==> src/rtl/hcsg_pkg.sv <==
// Shared types, constants and the per-level Hilbert mapping function for the
// Hilbert curve step generator. No dependencies.
`timescale 1ns / 1ps

package hcsg_pkg;

   localparam int MAX_ORDER        = 8;
   localparam int ORDER_W          = 4;
   localparam int COORD_W          = 8;
   localparam int INDEX_W          = 2 * MAX_ORDER;
   localparam int LEVELS_PER_STAGE = 2;
   localparam int NUM_LEVEL_STAGES = MAX_ORDER / LEVELS_PER_STAGE;
   localparam int LEVEL_W          = $clog2(MAX_ORDER);

   localparam logic [ORDER_W-1:0] ORDER_RESET = ORDER_W'(3);
   localparam logic [ORDER_W-1:0] ORDER_MIN   = ORDER_W'(1);
   localparam logic [ORDER_W-1:0] ORDER_MAX   = ORDER_W'(MAX_ORDER);

   typedef struct packed {
      logic [INDEX_W-1:0] t;       // remaining index digits, low pair first
      logic [COORD_W-1:0] sx;
      logic [COORD_W-1:0] sy;
      logic [ORDER_W-1:0] order;
      logic               last;
      logic               origin;  // segment starts at the origin
   } hcsg_stage_type;

   typedef struct packed {
      logic [COORD_W-1:0] sx;
      logic [COORD_W-1:0] sy;
   } hcsg_xy_type;

   function automatic logic [ORDER_W-1:0] eff_order(input logic [ORDER_W-1:0] raw);
      logic [ORDER_W-1:0] n;
      begin
         n = raw;
         if (n < ORDER_MIN) n = ORDER_MIN;
         if (n > ORDER_MAX) n = ORDER_MAX;
         return n;
      end
   endfunction

   // Number of segments of a curve of the given order: 4^order - 1.
   function automatic logic [INDEX_W-1:0] seg_count(input logic [ORDER_W-1:0] order);
      logic [INDEX_W:0] full;
      begin
         full = (INDEX_W+1)'(1) << {order, 1'b0};
         return INDEX_W'(full - (INDEX_W+1)'(1));
      end
   endfunction

   // One level of the index-to-point mapping; levels at or above the order
   // leave the point untouched.
   function automatic hcsg_xy_type hil_level(
      input hcsg_xy_type        p,
      input logic [1:0]         digit,
      input logic [LEVEL_W-1:0] lvl,
      input logic [ORDER_W-1:0] order
   );
      hcsg_xy_type        r;
      logic               rx;
      logic               ry;
      logic [COORD_W-1:0] bitv;
      logic [COORD_W-1:0] mask;
      logic [COORD_W-1:0] tmp;
      begin
         r    = p;
         rx   = digit[1];
         ry   = digit[0] ^ digit[1];
         bitv = COORD_W'(1) << lvl;
         mask = bitv - COORD_W'(1);
         if (ORDER_W'(lvl) < order) begin
            if (!ry) begin
               if (rx) begin
                  r.sx = r.sx ^ mask;
                  r.sy = r.sy ^ mask;
               end
               tmp  = r.sx;
               r.sx = r.sy;
               r.sy = tmp;
            end
            if (rx) r.sx = r.sx | bitv;
            if (ry) r.sy = r.sy | bitv;
         end
         return r;
      end
   endfunction

endpackage

==> src/rtl/hcsg_walk.sv <==
// Walk state of the Hilbert step generator: order register, segment index and
// the first pipeline register. Depends on hcsg_pkg.
`timescale 1ns / 1ps

module hcsg_walk (
   input  logic                          clock,
   input  logic                          reset,
   input  logic                          advance,
   input  logic                          req_valid,
   input  logic                          req_restart,
   input  logic                          csr_valid,
   input  logic [hcsg_pkg::ORDER_W-1:0]  csr_curve_order,
   output logic                          stage_valid,
   output hcsg_pkg::hcsg_stage_type      stage_data
);
   import hcsg_pkg::*;

   logic [ORDER_W-1:0] order_ff, order_in;
   logic [INDEX_W-1:0] index_ff, index_in;
   logic               valid_ff, valid_in;
   hcsg_stage_type     data_ff, data_in;

   logic [ORDER_W-1:0] order;
   logic [INDEX_W-1:0] segs;
   logic [INDEX_W-1:0] index_eff;
   logic [INDEX_W-1:0] next_index;
   logic               last;
   logic               accept;

   always_comb begin
      order      = eff_order(order_ff);
      segs       = seg_count(order);
      index_eff  = (req_restart || index_ff >= segs) ? '0 : index_ff;
      last       = (index_eff == segs - INDEX_W'(1));
      next_index = index_eff + INDEX_W'(1);
      accept     = req_valid && advance;

      order_in = order_ff;
      index_in = index_ff;
      if (csr_valid) begin
         order_in = csr_curve_order;
         index_in = '0;
      end else if (accept) begin
         index_in = last ? '0 : next_index;
      end

      valid_in       = advance ? req_valid : valid_ff;
      data_in        = data_ff;
      if (advance) begin
         data_in.t      = next_index;
         data_in.sx     = '0;
         data_in.sy     = '0;
         data_in.order  = order;
         data_in.last   = last;
         data_in.origin = (index_eff == '0);
      end
   end

   always_ff @(posedge clock) begin
      if (reset) begin
         order_ff <= ORDER_RESET;
         index_ff <= '0;
         valid_ff <= 1'b0;
      end else begin
         order_ff <= order_in;
         index_ff <= index_in;
         valid_ff <= valid_in;
      end
      data_ff <= data_in;
   end

   assign stage_valid = valid_ff;
   assign stage_data  = data_ff;

endmodule

==> src/rtl/hcsg_level_stage.sv <==
// One pipeline stage of the Hilbert index-to-point mapping, two levels deep.
// Depends on hcsg_pkg.
`timescale 1ns / 1ps

module hcsg_level_stage (
   input  logic                          clock,
   input  logic                          reset,
   input  logic                          advance,
   input  logic [hcsg_pkg::LEVEL_W-1:0]  level_base,
   input  logic                          in_valid,
   input  hcsg_pkg::hcsg_stage_type      in_data,
   output logic                          out_valid,
   output hcsg_pkg::hcsg_stage_type      out_data
);
   import hcsg_pkg::*;

   logic           valid_ff, valid_in;
   hcsg_stage_type data_ff, data_in;
   hcsg_xy_type    p0, p1, p2;

   always_comb begin
      p0.sx = in_data.sx;
      p0.sy = in_data.sy;
      p1 = hil_level(p0, in_data.t[1:0], level_base, in_data.order);
      p2 = hil_level(p1, in_data.t[3:2], level_base + LEVEL_W'(1), in_data.order);

      valid_in = advance ? in_valid : valid_ff;
      data_in  = data_ff;
      if (advance) begin
         data_in    = in_data;
         data_in.t  = in_data.t >> (2 * LEVELS_PER_STAGE);
         data_in.sx = p2.sx;
         data_in.sy = p2.sy;
      end
   end

   always_ff @(posedge clock) begin
      if (reset) begin
         valid_ff <= 1'b0;
      end else begin
         valid_ff <= valid_in;
      end
      data_ff <= data_in;
   end

   assign out_valid = valid_ff;
   assign out_data  = data_ff;

endmodule

==> src/rtl/hcsg_out.sv <==
// Output register of the Hilbert step generator: exchanges the coordinates and
// supplies the segment start from the previous end point. Depends on hcsg_pkg.
`timescale 1ns / 1ps

module hcsg_out (
   input  logic                          clock,
   input  logic                          reset,
   input  logic                          in_valid,
   input  hcsg_pkg::hcsg_stage_type      in_data,
   input  logic                          rsp_ready,
   output logic                          advance,
   output logic                          rsp_valid,
   output logic [hcsg_pkg::COORD_W-1:0]  rsp_from_x,
   output logic [hcsg_pkg::COORD_W-1:0]  rsp_from_y,
   output logic [hcsg_pkg::COORD_W-1:0]  rsp_to_x,
   output logic [hcsg_pkg::COORD_W-1:0]  rsp_to_y,
   output logic                          rsp_last_segment
);
   import hcsg_pkg::*;

   logic               valid_ff, valid_in;
   logic [COORD_W-1:0] from_x_ff, from_x_in;
   logic [COORD_W-1:0] from_y_ff, from_y_in;
   logic [COORD_W-1:0] to_x_ff, to_x_in;
   logic [COORD_W-1:0] to_y_ff, to_y_in;
   logic               last_ff, last_in;
   // End point of the most recent segment; items leave in order, so it is the
   // start of the next one unless that one begins at the origin.
   logic [COORD_W-1:0] prev_x_ff, prev_x_in;
   logic [COORD_W-1:0] prev_y_ff, prev_y_in;

   always_comb begin
      advance   = !valid_ff || rsp_ready;
      valid_in  = advance ? in_valid : valid_ff;
      from_x_in = from_x_ff;
      from_y_in = from_y_ff;
      to_x_in   = to_x_ff;
      to_y_in   = to_y_ff;
      last_in   = last_ff;
      prev_x_in = prev_x_ff;
      prev_y_in = prev_y_ff;
      if (advance && in_valid) begin
         from_x_in = in_data.origin ? '0 : prev_x_ff;
         from_y_in = in_data.origin ? '0 : prev_y_ff;
         to_x_in   = in_data.sy;
         to_y_in   = in_data.sx;
         last_in   = in_data.last;
         prev_x_in = in_data.sy;
         prev_y_in = in_data.sx;
      end
   end

   always_ff @(posedge clock) begin
      if (reset) begin
         valid_ff <= 1'b0;
      end else begin
         valid_ff <= valid_in;
      end
      from_x_ff <= from_x_in;
      from_y_ff <= from_y_in;
      to_x_ff   <= to_x_in;
      to_y_ff   <= to_y_in;
      last_ff   <= last_in;
      prev_x_ff <= prev_x_in;
      prev_y_ff <= prev_y_in;
   end

   assign rsp_valid        = valid_ff;
   assign rsp_from_x       = from_x_ff;
   assign rsp_from_y       = from_y_ff;
   assign rsp_to_x         = to_x_ff;
   assign rsp_to_y         = to_y_ff;
   assign rsp_last_segment = last_ff;

endmodule

==> src/rtl/hilbert_curve_step_generator.sv <==
// Top level of the Hilbert curve step generator: walk state, four mapping
// stages and the output register. Depends on hcsg_pkg and all hcsg_ modules.
`timescale 1ns / 1ps

// Each transfer on the req channel asks for the next unit segment of a Hilbert
// curve on a 2^order by 2^order grid; req_restart set sends the walk back to
// the origin first. Each request yields exactly one transfer on the rsp
// channel with the segment's start and end points and a flag on the final
// segment, after which the walk wraps to the origin.
// The csr channel writes the curve order (0 acts as 1, above 8 acts as 8);
// a write also returns the walk to the origin. It is always ready and should
// be used only while no request is in flight.
// A request passes through one walk register, four mapping stages of two curve
// levels each, and the output register before its result is on the rsp port.
// Throughput: one segment per cycle; the whole pipeline advances together
// whenever the output register is empty or being drained.
// When the receiver stalls, the pipeline holds and req_ready drops; nothing
// is lost or repeated. Reset (synchronous) empties the pipeline, sets the
// order to 3 and puts the walk at the origin.

module hilbert_curve_step_generator (
   input  logic                          clock,
   input  logic                          reset,
   input  logic                          req_valid,
   output logic                          req_ready,
   input  logic                          req_restart,
   output logic                          rsp_valid,
   input  logic                          rsp_ready,
   output logic [hcsg_pkg::COORD_W-1:0]  rsp_from_x,
   output logic [hcsg_pkg::COORD_W-1:0]  rsp_from_y,
   output logic [hcsg_pkg::COORD_W-1:0]  rsp_to_x,
   output logic [hcsg_pkg::COORD_W-1:0]  rsp_to_y,
   output logic                          rsp_last_segment,
   input  logic                          csr_valid,
   output logic                          csr_ready,
   input  logic [hcsg_pkg::ORDER_W-1:0]  csr_curve_order
);
   import hcsg_pkg::*;

   logic           advance;
   logic           stage_valid [NUM_LEVEL_STAGES+1];
   hcsg_stage_type stage_data  [NUM_LEVEL_STAGES+1];

   assign req_ready = advance;
   assign csr_ready = 1'b1;

   hcsg_walk u_walk (
      .clock           (clock),
      .reset           (reset),
      .advance         (advance),
      .req_valid       (req_valid),
      .req_restart     (req_restart),
      .csr_valid       (csr_valid),
      .csr_curve_order (csr_curve_order),
      .stage_valid     (stage_valid[0]),
      .stage_data      (stage_data[0])
   );

   for (genvar g = 0; g < NUM_LEVEL_STAGES; g++) begin : g_level
      hcsg_level_stage u_level (
         .clock      (clock),
         .reset      (reset),
         .advance    (advance),
         .level_base (LEVEL_W'(g * LEVELS_PER_STAGE)),
         .in_valid   (stage_valid[g]),
         .in_data    (stage_data[g]),
         .out_valid  (stage_valid[g+1]),
         .out_data   (stage_data[g+1])
      );
   end

   hcsg_out u_out (
      .clock            (clock),
      .reset            (reset),
      .in_valid         (stage_valid[NUM_LEVEL_STAGES]),
      .in_data          (stage_data[NUM_LEVEL_STAGES]),
      .rsp_ready        (rsp_ready),
      .advance          (advance),
      .rsp_valid        (rsp_valid),
      .rsp_from_x       (rsp_from_x),
      .rsp_from_y       (rsp_from_y),
      .rsp_to_x         (rsp_to_x),
      .rsp_to_y         (rsp_to_y),
      .rsp_last_segment (rsp_last_segment)
   );

   // Every segment is one grid step long.
   a_unit_step : assert property (@(posedge clock) disable iff (reset)
      rsp_valid |->
         (rsp_from_x == rsp_to_x &&
            (COORD_W'(rsp_from_y + COORD_W'(1)) == rsp_to_y ||
             COORD_W'(rsp_to_y + COORD_W'(1)) == rsp_from_y)) ||
         (rsp_from_y == rsp_to_y &&
            (COORD_W'(rsp_from_x + COORD_W'(1)) == rsp_to_x ||
             COORD_W'(rsp_to_x + COORD_W'(1)) == rsp_from_x)))
      else $error("segment is not a unit step");

   // The curve always ends on the y axis.
   a_last_on_axis : assert property (@(posedge clock) disable iff (reset)
      rsp_valid && rsp_last_segment |-> rsp_to_x == '0)
      else $error("final segment does not end at x zero");

   // A stalled output must hold the whole pipeline, input included.
   a_stall_blocks_input : assert property (@(posedge clock) disable iff (reset)
      rsp_valid && !rsp_ready |-> !req_ready)
      else $error("request taken while the output is stalled");

   // Reset empties the pipeline.
   a_reset_empty : assert property (@(posedge clock)
      reset |=> !rsp_valid)
      else $error("result present right after reset");

endmodule

==> config.mk <==
export PLATFORM = sky130hd
export DESIGN_NAME = hilbert_curve_step_generator
export DESIGN_NICKNAME = d
export VERILOG_FILES = /design/src/rtl/hcsg_pkg.sv /design/src/rtl/hcsg_walk.sv /design/src/rtl/hcsg_level_stage.sv /design/src/rtl/hcsg_out.sv /design/src/rtl/hilbert_curve_step_generator.sv
export SDC_FILE = /design/constraint.sdc
export NUM_CORES = 1
export LEC_CHECK = 0
export ABC_AREA = 0
export BUFFER_PORTS_ARGS = -buffer_cell sky130_fd_sc_hd__buf_2
export CAP_MARGIN = 20
export CORE_MARGIN = 4
export CORE_UTILIZATION = 50
export CTS_CLUSTER_SIZE = 25
export DETAILED_ROUTE_END_ITERATION = 12
export PLACE_DENSITY = 0.7
export SYNTH_ARGS = -nofsm -noshare
export SYNTH_HDL_FRONTEND = slang
export SYNTH_SLANG_ARGS = --single-unit
==> constraint.sdc <==
create_clock -name clock -period 3.85 [get_ports clock]
set_input_delay 0.77 -clock clock [delete_from_list [all_inputs] [get_ports clock]]
set_output_delay 0.77 -clock clock [all_outputs]
set_load 0.02 [all_outputs]
==> results of run 1 <==
==> routing by layer <==
metal  part of all wire, %  track usage (%)
met5                     0                0
met4                   2.3             6.97
met3                   4.3             3.67
met2                    50             29.9
met1                    44             22.2
==> final cells by class <==
class	count	area, sq um	area share (%)
clock buffers	17	425	4.14
inverters	25	96.3	0.937
multi-input cells	593	4080	39.7
well taps	225	282	2.74
repair buffers	73	490	4.77
flip-flops and latches	165	4700	45.8
clock inverters	15	206	2.01
==> flip-flops by register name, indices dropped and copies added (netlist names) <==
signal	count
u_walk.order_ff	4
g_level.u_level.out_data	84
u_out.rsp_last_segment	1
g_level.u_level.out_valid	4
u_out.prev_y_ff	8
u_out.rsp_from_x	8
u_out.rsp_to_x	8
u_walk.stage_valid	1
u_walk.stage_data	22
u_walk.index_ff	16
u_out.rsp_from_y	8
u_out.rsp_valid	1
==> worst max path at each step <==
stage	slack, ps	cells after the start	end	start
after floorplan	20	22	u_walk.index_ff[10]	u_walk.order_ff[2]
after global placement	100	18	u_walk.index_ff[10]	u_walk.order_ff[1]
after detailed placement	-70	18	u_walk.index_ff[10]	u_walk.order_ff[1]
after CTS	20	20	u_walk.index_ff[10]	u_walk.order_ff[2]
after global routing	-60	21	u_walk.index_ff[10]	u_walk.order_ff[2]
final	120	20	u_walk.index_ff[10]	u_walk.order_ff[2]
==> metrics by stage <==
stage | setup WS [ps] | hold WS (ps)
after global placement | 104 | 401
after CTS | 20.0 | 418
after global routing | -64.0 | 421
after floorplan | 17.9 | 400
final | 124 | 411
after detailed placement | -65.3 | 405
==> power groups by stage <==
stage                     logic [uW]  clock network (uW)  registers (uW)
final                            564                1770            2150
after global routing             626                1890            2160
after CTS                        537                1810            2140
after detailed placement         531                   0            2180
after global placement           518                   0            2180
after floorplan                  423                   0            2150
==> cell families after synthesis <==
group / synth area share [%]
flops: 52.5
compound gates: 16.4
xor+xnor: 4.65
buf+inv: 3.74
other cells: 0.0840
fa+ha+maj: 4.06
simple gates: 16.3
mux: 2.25
==> what timing repair did <==
item / CTS / global route
resized for setup: 2 / 30
hold buffers: 0 / 0
buffers inserted: 2 / 7
setup endpoints to repair: 4 / 6
pin swaps: 1 / 16
==> cell usage in the layout, fill, tap and decap left out, types with 18 or more instances in the layout <==
cell type,instances
buf_2,44
o21ai_0,46
nor2_1,84
mux2i_1,19
edfxtp_1,139
buf_4,26
nor2b_1,25
ha_1,23
dfxtp_1,24
nand2b_1,18
nand2_1,65
a21oi_1,30
xnor2_1,25
==> impl_results.md, run 1 <==
- Number of global-route vias before repair: approximately 5900
- Endpoint type of the worst setup path: flop
- Reg-to-reg slack, setup: approximately 120 ps
- Slew Limit Fails: 0
- Fin util: between 50 and 60%
- Die X: between 100 and 150 um
- Post-DR vias/cell: slightly below 6
- Hold Crit Class: flop to flop
- ANT cells: 0
- DRC: 0
- Design area: ~10000 sq um
- Yosys top cell area share: a little under half
- Power Density: ~440 nW/um^2
- Top cells by area, synth: edfxtp_1 (47%), dfxtp_1 (5.8%), ha_1 (4.1%)
- Worst VDD drop: approximately 0.38 mV
- Drt first-iter violations: 600
- Psw: between 1000 and 1500 uW
- CP max stage delay: about 400 ps
- CP Data Arrival Time: ~4100 ps
- Final Net Count: a little over 900
- CP Launch Type: flop
- Hold Path Stages: 0
- IO buf count: 44
- Die height: between 100 and 150 um
- Die area: between 20000 and 25000 sq um
- Switch share: roughly a quarter
- Clock power share: between 30% and 40%
- I/O pin count: 46
- Hpwl dp: 12000 um
- Syn Inst Count: roughly 830
- Area delta synth->final: 14.9%
- Least-Margin Pin Slew: approximately 800 ps
- CTS root buf: clkbuf_16
- Finished Layout Cells: 1113
- Crit-path cells: nor2_4, nor2_2, nand4_1, ha_2, inv_2, a211o_4, ha_4, nand4_1, nor2_1, nand3_1, o21a_1, nand2_2, inv_2, ha_4, nand3_4, nor2_4, and4_4, xnor2_2, or3_4, o21ai_2
- Top-count cell post-synth: edfxtp_1
- TritonRoute pass-1 iters: 5
- Sequential share of power: between 40 and 50%
- Fmax: roughly 270 MHz
- Crit path buf inv count: 2
- Row count: 48
- Largest delay share family, worst path: simple AND/OR/NAND/NOR gates
- Hold Crit Start: g_level[3].u_level.out_data[14]
- Comb pwr share: 12.6%
- Max-cap violations: 0
- Syn Area/Cell: 10.7 sq um
- FF-to-FF Start: u_walk.order_ff[2]
- First-pass GRT wire length: approximately 29000 um
- Worst Setup Path Type: flop to flop
- CTS tree: done
- Total power: 4480 uW
- Worst reg2reg path depth: 20
- Hold Violations, Final: 0
- Outcome: finished, final reports clean
- Static Leak: between 0.003 and 0.004 uW
- Crit path max-delay cell type: or3_4
- CP required: 4210 ps
- Synth area leader: edfxtp_1
- Layout cells sized above 1: 18.1%
- Post-synthesis register bit count: 165
- Crit path time final: about 3700 ps
- CTS Buf Count: 17
- Avg WL per Cell: between 15 and 20 um
- Post-synthesis sequential area ratio: a little over half
- Internal power: approximately 3300 uW
- Dpl cells: around 1100
- Capturing point of the worst reg2reg path: u_walk.index_ff[10]
- Routability cong.: slightly below 0.9
- Yosys cell types: 80
- Clock slew at reported path FFs: approximately 70 ps
- Final setup vio count: 0
- GR Overflow Total: 0
- Post-DP Area: 9410 sq um
- Slew HR: 46.5%
- Skew-Pair Late Insertion Delay: about 420 ps
- Fin Clk Skew: between 10 and 15 ps
- ANT nets after route: 0
- Post-synth top cells: edfxtp_1 (139), nor2_1 (88), nand2_1 (67)
- Filler instances: between 1000 and 1500
- Initial antenna violation count: 0
- EDFF count, synth: 139
- CTS max path bufs: 2
- Synth warn: 0
- Tcrit/Tclk final: between 90% and 100%
- Mapped Area: about 8900 sq um
- Setup TNS: 0 ps
- Largest net degree at the start of global routing: roughly 100
- Crit path max fanout: 4
- Core area: around 17000 sq um
- Post-Route WL: approximately 18000 um
- CTS HTree Levels: 4
- Clock Sinks: ~170
- Min-Delay Endpoint: u_out.prev_y_ff[0]
- Synth async-reset ratio: 0%
- Initial Util: 51.3%
- GRT Total Usage: roughly 18%
- Routed via count: roughly 6500
- Synth Flop Type: edfxtp_1
(Power assumes the default switching activity.)
==> run 2, diff against run 1 <==
PLACE_DENSITY = 0.67   (was 0.7)
clock period = 4.3 ns   (was 3.85 ns; I/O delays follow)
==> run 2 against run 1 <==
Global-route usage rose by 1.2 points. Critical path depth stayed put. Via count increased by 0.14%. Final cell count down 1.2%. Core utilization shrank 1.4 points. Sequential cell count unchanged. Register-to-register slack improved by 170 ps. Power shrank 10%. Non-clock buffer count shrank 13. Sequential power decreased by 11%. Critical path type unchanged. Critical endpoint unchanged.
==> impl_results.md, run 2 (synthesis results as in run 1) <==
- Hold Violations, Final: 0 (unchanged)
- I/O pin count: 46 (unchanged)
- Clock slew at reported path FFs: 70 ps (about the same)
- Crit path max fanout: 9 (+5)
- Layout cells sized above 1: 14.5% (-3.6 points)
- Max-cap violations: 0 (unchanged)
- Setup TNS: 0 ps (unchanged)
- Crit-path cells: nor2_1, nor2_1, nand4_1, buf_4, ha_1, inv_1, ha_1, a21o_1, a21o_1, a221oi_4, o21a_1, nand2_1, inv_1, ha_1, nand3_2, nor2_4, and4_1, xnor2_1, or3_1, o21ai_2
- Cell mode on critical path: ha_1
- First-pass GRT wire length: 30900 um (+7.0%)
- FF-to-FF Start: u_walk.order_ff[2]
- Hpwl dp: 13100 um (+9.6%)
- Tcrit/Tclk final: 93.1% (-3.7 points)
- Slew Limit Fails: 0 (unchanged)
- Dpl cells: 1063 (-0.75%)
- CTS max path bufs: 2 (unchanged)
- CP Launch Type: flop
- Largest net degree at the start of global routing: 68 (-35%)
- CTS root buf: clkbuf_16
- CTS HTree Levels: 4 (unchanged)
- Worst Setup Path Type: flop to flop
- DRC: 0 (unchanged)
- RSZ-0062 raised after global routing: no
- Initial antenna violation count: 0 (unchanged)
- Area delta synth->final: 12.1%
- Most common cell after layout, fill and taps aside: edfxtp_1
- Post-DR vias/cell: 5.90 (+1.3%)
- Core area: 17400 sq um (unchanged)
- IO buf count: 44 (unchanged)
- Clock Sinks: 165 (unchanged)
- Die height: 142 um (unchanged)
- Skew-Pair Late Insertion Delay: 420 ps (about the same)
- ANT nets after route: 0 (unchanged)
- Avg WL per Cell: 16.7 um (+5.5%)
- Crit path time final: 4000 ps (+277 ps)
- Outcome: finished, final reports clean
- Finished Layout Cells: 1100 (-1.2%)
- Crit. Startpoint: u_walk.order_ff[2]
- Design area: 10000 sq um (-2.4%)
- Fin Clk Skew: 11.9 ps (-0.710 ps)
- Most frequent cells in the layout: edfxtp_1 (139), nor2_1 (87), nand2_1 (66)
- Final Net Count: 901 (-1.4%)
- Fmax: 250 MHz (-6.9%)
- CP required: 4650 ps (+440 ps)
- CP max stage delay: 430 ps (+30 ps)
- Fin util: 57.6% (-1.4 points)
- CP Data Arrival Time: 4360 ps (+280 ps)
- Worst VDD drop: 0.355 mV (-5.8%)
- Endpoint type of the worst setup path: flop
- Hold Crit Class: flop to flop
- Die area: 20100 sq um (unchanged)
- Hold Crit Start: g_level[1].u_level.out_data[27]
- Row count: 48 (unchanged)
- Drt first-iter violations: 459 (-24%)
- Routability cong.: 0.889 (+0.61%)
- Number of global-route vias before repair: 6326 (+7.5%)
- Initial Util: 51.3% (unchanged)
- Post-Route WL: 18400 um (+4.3%)
- ANT cells: 0 (unchanged)
- Crit path max-delay cell type: dfxtp_2
- Slew HR: 46.0% (-0.52 points)
- GRT Total Usage: 18.9% (+1.2 points)
- CTS Buf Count: 17 (unchanged)
- Hold Buf Count CTS: 0 (unchanged)
- Die X: 142 um (unchanged)
- Power Density: 401 nW/um^2 (-8.1%)
- Post-DP Area: 9300 sq um (-1.2%)
- Least-Margin Pin Slew: 790 ps (-12.6 ps)
- GR Overflow Total: 0 (unchanged)
- TritonRoute pass-1 iters: 5 (unchanged)
- Routed via count: 6490 (+0.14%)
- CTS tree: done
- Static Leak: 0.00378 uW (-2.0%)
- Max reg flops: 84 (unchanged)
- Final setup vio count: 0 (unchanged)
==> run 2: final timing paths <==
| path | cells after the start | slack (ps) | end |
|---|---|---|---|
| max | 20 | 300 | u_walk.index_ff[10] |
| min | 0 | 420 | g_level[2].u_level.out_data[23] |
| max reg2reg | 20 | 300 | u_walk.index_ff[10] |
| min reg2reg | 0 | 420 | g_level[2].u_level.out_data[23] |
==> run 2: stage by stage <==
step	hold WS, ps	worst slack (ps)	total power [uW]
5_1_grt	424	9.92	4200
2_1_floorplan	400	211	2310
3_5_place_dp	405	13.7	2430
3_3_place_gp	400	199	2400
6_report	416	297	4020
4_1_cts	418	102	4040
==> run 2: critical path: cells and delay by family (launching register included) <==
kind / cells / cell delay, ps
adders and majority gates: 3 / 700
and+or+nand+nor: 8 / 1340
AOI/OAI and AO/OA: 5 / 1030
xor gates and xnor gates: 1 / 70
buffers and inverters: 3 / 340
DFF: 1 / 430
==> run 2: layout make-up <==
cell class | instances | area, sq um
well taps | 225 | 282
clock buffers | 17 | 425
clock inverters | 15 | 205
repair buffers | 60 | 380
multi-input cells | 593 | 3940
flip-flops and latches | 165 | 4700
inverters | 25 | 96.3
fillers | 1473 | 7390
==> run 2: timing repair <==
action / CTS / global route
pin swaps: 0 / 2
setup buffers: 0 / 2
gates resized for setup: 1 / 4
setup endpoints to repair: 2 / 9
==> run 2: per-layer routing <==
metal / GRT usage (%) / vias to the layer above / share of wire (%)
met3: 3.64 / 27 / 4.2
met1: 22.4 / 3127 / 41
met2: 34.2 / 179 / 53
met5: 0 / - / 0
met4: 6.01 / 0 / 2.0
li1: - / 3157 / -
==> run 2: where the power goes <==
group / total (uW) / switching [uW] / internal, uW
sequential: 1920 / 77.6 / 1840
combinational: 492 / 285 / 207
clock: 1600 / 664 / 940
total: 4020 / 1030 / 2990
==> run 3, diff against run 2 <==
clock period = 4.2 ns   (was 4.3 ns; I/O delays follow)
==> run 3 against run 2 <==
Die area stayed put. Clock power hardly changed. Count of clock-buffer cells in the layout stayed put. Core utilization is 0.079 points lower. Design area is 0.14% lower. Hold slack worse by 5.2 ps. Register-to-register slack worse by 20 ps. First-iteration DRC count is 6.8% lower. Clock skew is 3.5 ps lower. Sequential power is 2% higher. Wire length is 0.89% lower. Final cell count stayed put.
==> impl_results.md, run 3 (synthesis results as in run 1) <==
- Area delta synth->final: 12.0%
- Clock slew at reported path FFs: 70 ps (about the same)
- IO buf count: 44 (unchanged)
- ANT cells: 0 (unchanged)
- Core area: 17400 sq um (unchanged)
- Crit. Startpoint: u_walk.order_ff[2]
- Cell mode on critical path: ha_1
- Hold Crit Start: g_level[3].u_level.out_data[1]
- CTS root buf: clkbuf_16
- Fin Clk Skew: 8.43 ps (-3.49 ps)
- GR Overflow Total: 0 (unchanged)
- Power Density: 406 nW/um^2 (+1.3%)
- Endpoint type of the worst setup path: flop
- Initial antenna violation count: 0 (unchanged)
- Drt first-iter violations: 428 (-6.8%)
- Slew Limit Fails: 0 (unchanged)
- Most frequent cells in the layout: edfxtp_1 (139), nor2_1 (86), nand2_1 (66)
- FF-to-FF Start: u_walk.order_ff[2]
- Static Leak: 0.00377 uW (about the same)
- CP required: 4550 ps (-100 ps)
- Routability cong.: 0.955 (+7.4%)
- Die X: 142 um (unchanged)
- Least-Margin Pin Slew: 791 ps (+0.347 ps)
- CP Data Arrival Time: 4280 ps (-80 ps)
- Initial Util: 51.3% (unchanged)
- Crit path max fanout: 5 (-4)
- ANT nets after route: 0 (unchanged)
- I/O pin count: 46 (unchanged)
- Layout cells sized above 1: 14.9% (+0.34 points)
- TritonRoute pass-1 iters: 5 (unchanged)
- Final setup vio count: 0 (unchanged)
- Clock Sinks: 165 (unchanged)
- Hold Crit Class: flop to flop
- Row count: 48 (unchanged)
- GRT Total Usage: 18.4% (-0.47 points)
- Post-Route WL: 18200 um (-0.89%)
- Crit path time final: 3930 ps (-77.1 ps)
- Skew-Pair Late Insertion Delay: 420 ps (about the same)
- Slew HR: 45.9% (about the same)
- Hold Violations, Final: 0 (unchanged)
- Post-DR vias/cell: 5.86 (-0.74%)
- Max reg flops: 84 (unchanged)
- Number of global-route vias before repair: 5986 (-5.4%)
- First-pass GRT wire length: 29900 um (-3.2%)
- Most common cell after layout, fill and taps aside: edfxtp_1
- CP max stage delay: 400 ps (-30 ps)
- Largest net degree at the start of global routing: 67 (-1.5%)
- Die area: 20100 sq um (unchanged)
- CP Launch Type: flop
- CTS Buf Count: 17 (unchanged)
- Crit-path cells: nor2_2, nor2_1, nand4_1, buf_4, ha_1, inv_1, ha_1, a21o_1, a21o_1, a221oi_4, o21a_1, nand2_1, inv_1, ha_1, nand3_2, nor2_4, nand2_1, xor2_1, or3_1, o21ai_2
- Tcrit/Tclk final: 93.5% (+0.38 points)
- Avg WL per Cell: 16.6 um (-0.89%)
- Max-cap violations: 0 (unchanged)
- Worst reg2reg path depth: 20 (unchanged)
- Worst Setup Path Type: flop to flop
- CTS HTree Levels: 4 (unchanged)
- Largest delay share family, worst path: simple AND/OR/NAND/NOR gates
- Crit path max-delay cell type: dfxtp_2
- Crit path buf inv count: 3 (unchanged)
- Routed via count: 6442 (-0.74%)
- Reg-to-reg slack, setup: 270 ps (-20 ps)
- Fin util: 57.5% (-0.079 points)
- Fmax: 255 MHz (+2.0%)
- Hold Path Stages: 0 (unchanged)
- CTS tree: done
- CTS max path bufs: 2 (unchanged)
- Levels on crit path: 20 (unchanged)
- Setup TNS: 0 ps (unchanged)
- Outcome: finished, final reports clean
- Die height: 142 um (unchanged)
- Final Net Count: 901 (unchanged)
- Worst VDD drop: 0.363 mV (+2.2%)
- Hpwl dp: 13000 um (-0.96%)
- DRC: 0 (unchanged)
[run 3: cell types whose count changed in the layout (fill, tap and decap cells not counted), sizes merged]
cell / delta
bufinv: -1
clkinv: +1
clkinvlp: -1
inv: +1
[run 3: final timing paths]
path                            end
min          u_out.rsp_last_segment
max reg2reg      u_walk.index_ff[8]
min reg2reg  u_out.rsp_last_segment
max              u_walk.index_ff[8]
[run 3: report_power, final]
part | total [uW] | leakage [uW] | switching [uW] | internal (uW)
combinational | 501 | 0.00173 | 288 | 212
sequential | 1960 | 0.00174 | 77.3 | 1890
clock | 1600 | 0.000299 | 692 | 906
total | 4060 | 0.00377 | 1060 | 3010
[run 3: stage by stage]
| stage | total power (uW) | std cells | worst slack [ps] | hold slack (ps) | cell area [sq um] |
|---|---|---|---|---|---|
| floorplan | 2360 | 837 | 111 | 400 | 8960 |
| global placement | 2460 | 1064 | 263 | 400 | 9310 |
| detailed placement | 2490 | 1065 | 98.5 | 405 | 9320 |
| CTS | 4080 | 1097 | 58.3 | 416 | 9930 |
| global route | 4250 | 1100 | -14.8 | 423 | 10000 |
| finish | 4060 | 1100 | 274 | 411 | 10000 |
[run 3: routing by layer]
| layer | vias up | GRT usage [%] | share of wire (%) |
|---|---|---|---|
| li1 | 3152 | - | - |
| met1 | 3082 | 22.1 | 42 |
| met2 | 175 | 32.5 | 51 |
| met3 | 33 | 3.77 | 4.2 |
| met4 | 0 | 6.87 | 2.9 |
| met5 | - | 0 | 0 |
[run 3: repair_timing]
action | in CTS | in global routing
buffers inserted | 0 | 1
hold buffers | 0 | 0
setup endpoints to repair | 0 | 9
gates resized for setup | 0 | 9
[run 3: layout make-up]
cell class / instances / area (sq um)
clock buffer: 17 / 425
clock inverter: 15 / 184
fill: 1448 / 7400
inverter: 25 / 96.3
multi-input combinational: 593 / 3950
sequential: 165 / 4700
tap: 225 / 282
timing repair buffer: 60 / 380
